==> src/design/mm64_pkg.sv <==
package mm64_pkg;

	localparam int DATA_W = 64;
	localparam int ADDR_W = 4;
	localparam int CNT_W  = $clog2(DATA_W);

	typedef logic [DATA_W-1:0] word_t;

	// Register index, taken from bit 3 of the byte address.
	localparam logic REG_MODULUS = 1'b0;

	localparam word_t MODULUS_RESET = word_t'(1);

endpackage

==> src/design/modular_multiply_64_core.sv <==
// Each accepted word runs through the reduce, multiply and finish states; no new
// word is taken until the sequencer is idle again. One shared modular adder pair
// reduces the left operand one bit per step, then does the double-and-add steps.
// A finished result waits in the output register while the next word is accepted.
// Reset: arst_n is asynchronous and active low; it clears the sequencer and
// the output valid, and sets the modulus register to one.
module modular_multiply_64_core (
	input  logic                          clk,
	input  logic                          arst_n,
	input  logic                          psel,
	input  logic                          penable,
	input  logic                          pwrite,
	input  logic [mm64_pkg::ADDR_W-1:0]   paddr,
	input  mm64_pkg::word_t               pwdata,
	output mm64_pkg::word_t               prdata,
	output logic                          pready,
	input  logic                          in_valid,
	output logic                          in_stall,
	input  mm64_pkg::word_t               left_operand,
	input  mm64_pkg::word_t               right_operand,
	output logic                          out_valid,
	input  logic                          out_stall,
	output mm64_pkg::word_t               product_mod
);
	import mm64_pkg::*;

	typedef enum logic [1:0] {
		ST_IDLE,
		ST_REDUCE,
		ST_MULT,
		ST_FINISH
	} state_t;

	state_t           state_q;
	logic [CNT_W-1:0] count_q;
	word_t            a_q;
	word_t            b_q;
	word_t            rem_q;
	word_t            acc_q;
	logic             out_valid_q;
	word_t            product_mod_q;
	word_t            modulus;
	word_t            dbl_sum;
	word_t            acc_sum;
	logic             dbl_cin;
	logic             last_step;

	mm64_cfg u_cfg (
		.clk     (clk),
		.arst_n  (arst_n),
		.psel    (psel),
		.penable (penable),
		.pwrite  (pwrite),
		.paddr   (paddr),
		.pwdata  (pwdata),
		.prdata  (prdata),
		.pready  (pready),
		.modulus (modulus)
	);

	// During reduction this unit shifts in the next operand bit; during the
	// multiply phase it doubles the addend.
	assign dbl_cin = (state_q == ST_REDUCE) & a_q[DATA_W-1];

	mm64_modadd u_dbl (
		.x   (rem_q),
		.y   (rem_q),
		.cin (dbl_cin),
		.m   (modulus),
		.sum (dbl_sum)
	);

	mm64_modadd u_acc (
		.x   (acc_q),
		.y   (rem_q),
		.cin (1'b0),
		.m   (modulus),
		.sum (acc_sum)
	);

	assign last_step = (count_q == CNT_W'(DATA_W - 1));
	assign in_stall  = (state_q != ST_IDLE);

	always_ff @(posedge clk or negedge arst_n) begin
		if (!arst_n) begin
			state_q       <= ST_IDLE;
			count_q       <= '0;
			a_q           <= '0;
			b_q           <= '0;
			rem_q         <= '0;
			acc_q         <= '0;
			out_valid_q   <= 1'b0;
			product_mod_q <= '0;
		end else begin
			if (out_valid_q && !out_stall && (state_q != ST_FINISH)) begin
				out_valid_q <= 1'b0;
			end
			unique case (state_q)
				ST_IDLE: begin
					if (in_valid) begin
						a_q     <= left_operand;
						b_q     <= right_operand;
						rem_q   <= '0;
						count_q <= '0;
						state_q <= ST_REDUCE;
					end
				end
				ST_REDUCE: begin
					rem_q   <= dbl_sum;
					a_q     <= {a_q[DATA_W-2:0], 1'b0};
					count_q <= count_q + CNT_W'(1);
					if (last_step) begin
						acc_q   <= '0;
						state_q <= ST_MULT;
					end
				end
				ST_MULT: begin
					if (b_q[0]) begin
						acc_q <= acc_sum;
					end
					rem_q   <= dbl_sum;
					b_q     <= {1'b0, b_q[DATA_W-1:1]};
					count_q <= count_q + CNT_W'(1);
					if (last_step) begin
						state_q <= ST_FINISH;
					end
				end
				ST_FINISH: begin
					if (!out_valid_q || !out_stall) begin
						out_valid_q   <= 1'b1;
						product_mod_q <= acc_q;
						state_q       <= ST_IDLE;
					end
				end
				default: begin
					state_q <= ST_IDLE;
				end
			endcase
		end
	end

	assign out_valid   = out_valid_q;
	assign product_mod = product_mod_q;

`ifndef ASSERT_OFF
	a_modulus_nonzero: assert property (@(posedge clk) disable iff (!arst_n)
		modulus != '0)
		else $error("modulus register holds zero");

	a_result_below_modulus: assert property (@(posedge clk) disable iff (!arst_n)
		out_valid |-> (product_mod < modulus))
		else $error("result word not below the modulus");

	a_addend_below_modulus: assert property (@(posedge clk) disable iff (!arst_n)
		(state_q == ST_MULT) |-> ((rem_q < modulus) && (acc_q < modulus)))
		else $error("partial values left the residue range");

	a_finish_after_mult: assert property (@(posedge clk) disable iff (!arst_n)
		(state_q == ST_MULT) && last_step |=> (state_q == ST_FINISH))
		else $error("sequencer skipped the finish step");
`endif

endmodule

==> src/design/mm64_modadd.sv <==
module mm64_modadd (
	input  mm64_pkg::word_t x,
	input  mm64_pkg::word_t y,
	input  logic            cin,
	input  mm64_pkg::word_t m,
	output mm64_pkg::word_t sum
);
	import mm64_pkg::*;

	// Both addends lie below m, so the raw sum lies below 2m and one
	// conditional subtraction brings it back into range.
	logic [DATA_W:0] raw;
	logic [DATA_W:0] diff;

	always_comb begin
		raw  = {1'b0, x} + {1'b0, y} + {{DATA_W{1'b0}}, cin};
		diff = raw - {1'b0, m};
		if (raw >= {1'b0, m}) begin
			sum = diff[DATA_W-1:0];
		end else begin
			sum = raw[DATA_W-1:0];
		end
	end

endmodule

==> src/design/mm64_cfg.sv <==
module mm64_cfg (
	input  logic                          clk,
	input  logic                          arst_n,
	input  logic                          psel,
	input  logic                          penable,
	input  logic                          pwrite,
	input  logic [mm64_pkg::ADDR_W-1:0]   paddr,
	input  mm64_pkg::word_t               pwdata,
	output mm64_pkg::word_t               prdata,
	output logic                          pready,
	output mm64_pkg::word_t               modulus
);
	import mm64_pkg::*;

	word_t modulus_q;
	logic  wr_en;

	assign pready = 1'b1;
	assign wr_en  = psel & penable & pwrite & pready;

	// A zero modulus is never stored.
	always_ff @(posedge clk or negedge arst_n) begin
		if (!arst_n) begin
			modulus_q <= MODULUS_RESET;
		end else if (wr_en && (paddr[3] == REG_MODULUS) && (pwdata != '0)) begin
			modulus_q <= pwdata;
		end
	end

	always_comb begin
		unique case (paddr[3])
			REG_MODULUS: prdata = modulus_q;
			default:     prdata = '0;
		endcase
	end

	assign modulus = modulus_q;

endmodule
==> config.mk <==
export PLATFORM = sky130hd
export DESIGN_NAME = modular_multiply_64_core
export DESIGN_NICKNAME = d
export VERILOG_FILES = /design/src/design/mm64_pkg.sv /design/src/design/modular_multiply_64_core.sv /design/src/design/mm64_modadd.sv /design/src/design/mm64_cfg.sv
export SDC_FILE = /design/constraint.sdc
export NUM_CORES = 1
export LEC_CHECK = 0
export BUFFER_PORTS_ARGS = -buffer_cell sky130_fd_sc_hd__buf_2
export CORE_MARGIN = 3
export CORE_UTILIZATION = 45
export CTS_CLUSTER_SIZE = 25
export DETAILED_ROUTE_END_ITERATION = 7
export PLACE_DENSITY = 0.64
export SLEW_MARGIN = 30
export SYNTH_ARGS = -nofsm -noshare
export SYNTH_HDL_FRONTEND = slang
export SYNTH_SLANG_ARGS = --single-unit
export TNS_END_PERCENT = 30
==> constraint.sdc <==
create_clock -name clk -period 11.6 [get_ports clk]
set_input_delay 2.32 -clock clk [delete_from_list [all_inputs] [get_ports clk]]
set_output_delay 2.32 -clock clk [all_outputs]
set_load 0.01 [all_outputs]
---- Word-level counts from Yosys, hierarchy flattened ----
Cells that the tools add are included.
cells by class
  $add $sub $neg .......................... 6
  $lt $le $gt $ge ......................... 2
  equality and inequality tests ........... 10
  multiplexer cells ....................... 22
  bitwise gates (word level) .............. 4
  reduce and logical (&&, ||, !) cells .... 21
operators by type and width
  cell                                                             number
  64-bit 2-to-1 mux                                                8
  64-bit one-hot mux with 2 select lines                           4
  64-bit by 64-bit adder with 65-bit output                        2
  65-bit by 64-bit greater-or-equal comparator with 1-bit output   2
  64-bit subtractor                                                2
  65-bit by 1-bit adder with 65-bit output                         1
  64-bit nonzero test                                              1
  2-bit inequality test, second input constant                     6
  6-bit one-hot mux with 2 select lines                            1
  2-bit nonzero test                                               5
  2-bit 2-to-1 mux                                                 4
  2-bit one-hot mux with 4 select lines                            1
  2-bit AND reduction                                              4
  6-bit by 1-bit adder with 6-bit output, second input constant    1
  6-bit == test, second input constant                             1
  6-bit 2-to-1 mux                                                 1
  2-bit == test, second input constant                             2
  1-bit logical AND                                                4
  4-bit AND reduction                                              1
  1-bit bitwise AND                                                3
  1-bit 2-to-1 mux                                                 3
  3-bit AND reduction                                              1
  2-bit by 1-bit == test with 1-bit output, second input constant  1
  1-bit zero test                                                  2
  other kinds (4)                                                  4
word-level totals
  register bits ........................... 393
  input bits .............................. 203
  output and inout bits ................... 131
  logic and storage cells ................. 74

---- Depth between registers and ports, before layout ----
  depth in word-level cells ............... 6
  mapped depth ............................ 26

---- By module ----
From an unflattened synthesis, not the netlist that was laid out.
unflattened totals
  cell total of the unflattened synthesis .. 4088
  area, all modules ....................... 33682.3 um2
by module, submodules not included
  module                    instances  cells each  area each (um2)  sequential area each (um2)
  modular_multiply_64_core  1          1308        13789.5          8232.9
  mm64_modadd at u_acc      1          1288        8486.9           0.0
  mm64_modadd at u_dbl      1          1262        8424.3           0.0
  mm64_cfg                  1          230         2981.6           1602.8

---- Worst setup path before layout ----
No wires, ideal clock.
  path kind ............................... register -> register
  start point ............................. reg rem_q[0]
  end point ............................... reg acc_q[48]
  arrival time ............................ 5.399 ns
  slack ................................... 6.075 ns
  stages on the path, launching flop included .. 25
  buffers on the path ..................... 2
  clock period less this slack ............ 5.525 ns
  cells stage by stage .................... dfrtp_1 -> ha_1 -> fa_1 -> a211oi_2 -> o211a_1 -> nor3_2 -> a311o_1 -> o211a_1 -> a31o_1 -> a41o_1 -> a21oi_1 -> xnor2_1 -> ha_1 -> and3_1 -> nand2_1 -> or3_1 -> nor4_2 -> nand3_1 -> a31oi_1 -> nor2_1 -> o211a_1 -> buf_2 -> and2_1 -> buf_2 -> a221o_1
on the way
  longest elaborated chain between the ends .. 5
ends and longest elaborated chain
  element                                                                                                     RTL line                              source
  start: declaration                                                                                          modular_multiply_64_core.sv:38        word_t rem_q;
  start signal: assignment                                                                                    modular_multiply_64_core.sv:109       rem_q <= dbl_sum;
  start signal: assignment                                                                                    modular_multiply_64_core.sv:121       rem_q <= dbl_sum;
  64-bit by 64-bit adder with 65-bit output (*)                                                               mm64_modadd.sv:16                     raw = {1'b0, x} + {1'b0, y} + {{DATA_W{1'b0}}, cin};
  64-bit subtractor / 65-bit by 64-bit greater-or-equal comparator with 1-bit output (equally long branches)  mm64_modadd.sv:17, mm64_modadd.sv:18
  64-bit 2-to-1 mux (*)                                                                                       mm64_modadd.sv:18                     if (raw >= {1'b0, m}) begin
  64-bit 2-to-1 mux (*)                                                                                       modular_multiply_64_core.sv:118       if (b_q[0]) begin
  64-bit one-hot mux with 2 select lines (*)                                                                  modular_multiply_64_core.sv:98        unique case (state_q)
  end signal: assignment                                                                                      modular_multiply_64_core.sv:119       acc_q <= acc_sum;
  end: declaration                                                                                            modular_multiply_64_core.sv:39        word_t acc_q;
Mark *: on every way between the ends. The rest lies on a longest branch, timed or not. The select of a mux whose other input is x is not followed.
A chain may end at the register's enable or synchronous reset.

---- Final worst setup path ----
  start point ............................. reg rem_q[0]
  end point ............................... reg acc_q[51]
The elaborated chain is that of the path after synthesis.

==> impl_metrics.yaml <==
clocking:
  clk_root_buffer_cell: "sky130_fd_sc_hd__clkbuf_16"
  clock_path_buffers: 3
  post-cts-setup-buffers: 0
  tritoncts_clock_tree: "yes"
  cts.hold.buffers_added: 0
  cts.sink_count: 393
  cts_resized: 0
  clock_latency_ns: 0.62
  cts_inserted_buffers: 45
  cts.clk_slew.worst_paths_ns: 0.07
  htree_num_levels: 2
timing:
  setup_viol_count_final: 0
  timing.hold.ws_ns: 0.479
  timing.final.max_slew_violations: 0
  clock-skew-final_ns: 0.0525
  rsz0062_at_grt: "false"
  finalHoldViolCount: 0
  slew-limit-headroom_pct: 35.5
  layout_worst_path_cycle_share_pct: 64.8
  max_clock_freq_ghz: 0.133
  worstMarginPinSlew_ns: 0.967
  setup_tns_ns: 0
  layout_min_cycle_time_ns: 7.52
placed_design:
  number_of_buffers_inserted_by_port_buffering: 329
  post-dp-hpwl_um: 71400
  gpl.final_weighted_congestion: 0.967
layout:
  multiInputGateArea_um2: 17900
  nNetsFinal: 4057
  layout.cells.most_common: "sky130_fd_sc_hd__nand2_1"
  layout-area-overhead-vs-synth_pct: 13.0
  sequential_cell_area_um2: 9840
  number_of_filler_cells_placed_in_the_layout: 6168
  most_used_cells_in_the_layout_excluding_fill_and_tap_cells: "481 x sky130_fd_sc_hd__nand2_1, 399 x sky130_fd_sc_hd__o21ai_0, 392 x sky130_fd_sc_hd__dfrtp_1, 328 x sky130_fd_sc_hd__buf_2, 268 x sky130_fd_sc_hd__a21oi_1"
  post_route_cells_drive_above_1_share_pct: 14.5
floorplanning:
  die_x_um: 260
  core-area_um2: 63300
  start_util_pct: 45.7
  io-pin-count: 334
  floorplan.rows: 92
  die_area_um2: 67300
  die-height_um: 260
grt:
  gr-usage-all-layers_pct: 27.0
  vias_in_the_first_global_route: 24870
  overflow: 0
  largest_net_degree_at_the_start_of_global_routing: 142
  wire_length_of_the_first_global_routing_pass_um: 143000
  grt_antenna_before_repair: 16
yosys:
  area_share_of_the_largest_cell_type_after_synthesis_pct: 33.9
  synth_instances: 3458
  synth_area_leaders: "sky130_fd_sc_hd__dfrtp_1 34%, sky130_fd_sc_hd__ha_1 8.5%, sky130_fd_sc_hd__o21ai_0 6.9%, sky130_fd_sc_hd__nand2_1 6.2%, sky130_fd_sc_hd__mux2i_1 5.9%"
  synth-edff-count: 0
  total_nets_after_synthesis: 3861
  yosys_warnings: 0
  dominantRegCellSynth: "sky130_fd_sc_hd__dfrtp_1"
  post-synth-top-area-cell: "sky130_fd_sc_hd__dfrtp_1"
  flops_latches_synth: 393
  synth_cell_type_count: 92
  avgSynthCellArea_um2: 8.36
  ys_async_sr_fraction_pct: 100
  ys_seq_area_share_pct: 34.0
  post_synth_instance_area_um2: 28900
critical_path:
  critical_path.max_fanout: 55
  start_kind: "register"
  cp-end-kind: "register"
  crit_path_cell_trace: "ha_1 > fa_1 > a211oi_2 > o211a_1 > nor3_2 > o31ai_1 > nand4_1 > a32o_1 > nor2_1 > o31a_1 > xnor2_1 > ha_1 > and3_1 > nand3_1 > nor4_1 > nand3_1 > a31oi_1 > nor2_1 > o211a_4 > buf_4 > a2111oi_0 > a21oi_1 > o21ai_1"
  crit_type: "reg -> reg"
  worst_ep_arrival_time_ns: 8.06
  max_stage_delay_ns: 0.59
  cp.required_ns: 12.14
  critical-path-slowest-cell: "sky130_fd_sc_hd__nor4_1"
routing:
  wl_met1_um: 41000
  first_iter_violations: 1955
  detailedRoute.firstPassIterationCount: 6
  antenna_violating_nets_post_route: 0
  detailroute.via_count: 26148
  top_signal_layer_used: "met5"
  post-route-drc-count: 0
  route.final.wire_length_um: 92900
  drt-wirelength-per-cell_um: 20.5
  vias_per_cell: 5.76
  total_met3_wirelength_after_detailed_routing_um: 6440
  met2_wirelength_um: 42600
flow_run:
  maxCapViolations: 0
hold_path:
  hp-class: "reg -> reg"
pwr:
  powerDensity_nw_per_um2: 192
  power.ir.vdd_worst_mv: 0.201
  cellLeakagePower_nw: 15.9
  design_power_total_mw: 6.29
outcome:
  run_status: "finished clean"
## final cells by class
class	count	share of cell area, %
multi-input combinational	2733	54.6
sequential	393	30.1
timing repair buffer	351	5.69
clock buffer	62	3.92
tap	846	3.24
inverter	130	1.49
clock inverter	20	0.919
antenna	5	0.0383
## synthesized netlist by cell type, types with 9 or more instances
| cell type | n |
|---|---|
| sky130_fd_sc_hd__mux2i_1 | 171 |
| sky130_fd_sc_hd__a221o_1 | 13 |
| sky130_fd_sc_hd__nand2b_1 | 20 |
| sky130_fd_sc_hd__dfrtp_1 | 392 |
| sky130_fd_sc_hd__o31ai_1 | 12 |
| sky130_fd_sc_hd__nor2b_1 | 25 |
| sky130_fd_sc_hd__a211oi_1 | 15 |
| sky130_fd_sc_hd__xor2_1 | 75 |
| sky130_fd_sc_hd__o21ai_1 | 23 |
| sky130_fd_sc_hd__o21bai_1 | 44 |
| sky130_fd_sc_hd__xnor2_1 | 104 |
| sky130_fd_sc_hd__nor2_1 | 251 |
| sky130_fd_sc_hd__clkbuf_1 | 150 |
| sky130_fd_sc_hd__and3_1 | 24 |
| sky130_fd_sc_hd__inv_1 | 129 |
| sky130_fd_sc_hd__a31oi_1 | 30 |
| sky130_fd_sc_hd__a22o_1 | 18 |
| sky130_fd_sc_hd__ha_1 | 197 |
| sky130_fd_sc_hd__o211ai_1 | 17 |
| sky130_fd_sc_hd__o21ai_0 | 399 |
| sky130_fd_sc_hd__nand4_1 | 53 |
| sky130_fd_sc_hd__nor3_1 | 32 |
| sky130_fd_sc_hd__a21o_1 | 104 |
| sky130_fd_sc_hd__buf_2 | 36 |
| sky130_fd_sc_hd__nand3_1 | 63 |
| sky130_fd_sc_hd__nor4_1 | 26 |
| sky130_fd_sc_hd__and2_1 | 15 |
| sky130_fd_sc_hd__o221ai_1 | 13 |
| sky130_fd_sc_hd__buf_1 | 9 |
| sky130_fd_sc_hd__a21oi_1 | 268 |
| sky130_fd_sc_hd__mux2_2 | 66 |
| sky130_fd_sc_hd__o21a_1 | 24 |
| sky130_fd_sc_hd__nand2_1 | 481 |
## cell families after synthesis
| kind of cell | share of synthesized area, % |
|---|---|
| and+or+nand+nor | 15.6 |
| DFF | 34.0 |
| buffers and inverters | 4.59 |
| adders and majority gates | 8.73 |
| other | 0.0130 |
| xor gates and xnor gates | 5.42 |
| AOI/OAI and AO/OA | 23.1 |
| muxes | 8.49 |
## layer usage
layer  track usage [%]  vias to the layer above
li1                  -                    12800
met1              36.3                    12419
met2              44.1                      761
met3              5.41                      152
met4              7.94                       16
met5                 0                        -
## flip-flops by register name, summed over array words and instances (netlist names)
register / flops
a_q: 64
acc_q: 64
b_q: 64
product_mod: 64
rem_q: 64
u_cfg.modulus: 64
count_q: 6
state_q: 2
out_valid: 1
## path summary, 6_finish.rpt
kind	from	end	depth (start not counted)	slack, ns
setup / recovery	rem_q[0]$_DFFE_PN0P_	acc_q[51]$_DFFE_PN0P_	23	4.08
hold / removal	b_q[45]$_DFFE_PN0P_	b_q[45]$_DFFE_PN0P_	2	0.48
setup reg to reg	rem_q[0]$_DFFE_PN0P_	acc_q[51]$_DFFE_PN0P_	23	4.08
hold reg to reg	b_q[45]$_DFFE_PN0P_	b_q[45]$_DFFE_PN0P_	2	0.48
max in group asynchronous	arst_n	a_q[3]$_DFFE_PN0P_	3	8.07
min in group asynchronous	arst_n	u_cfg.modulus[14]$_DFFE_PN0P_	1	1.74
## where the power goes
group,leakage [nW],total [mW],internal [mW],switching (mW)
combinational,9.94,2.86,1.02,1.85
clock,0.764,1.52,0.892,0.628
sequential,5.17,1.90,1.70,0.203
## critical path, delay by kind of cell (launching register included)
family / cells / cell delay (ns)
buf+inv: 1 / 0.40
simple gates: 8 / 2.26
fa+ha+maj: 3 / 1.24
compound gates: 10 / 2.96
xor+xnor: 1 / 0.11
flops: 1 / 0.43
## per-stage QoR
step / instance area [um^2] / cells / util (%) / worst slack, ns
global route: 32700 / 4538 / 51.6 / 3.78
detailed placement: 31100 / 4453 / 49.1 / 4.23
CTS: 32700 / 4535 / 51.6 / 4.22
finish: 32700 / 4540 / 51.6 / 4.08
floorplan: 28900 / 3458 / - / 6.07
global placement: 31100 / 4452 / 49.1 / 4.24
(Power assumes the default switching activity.)
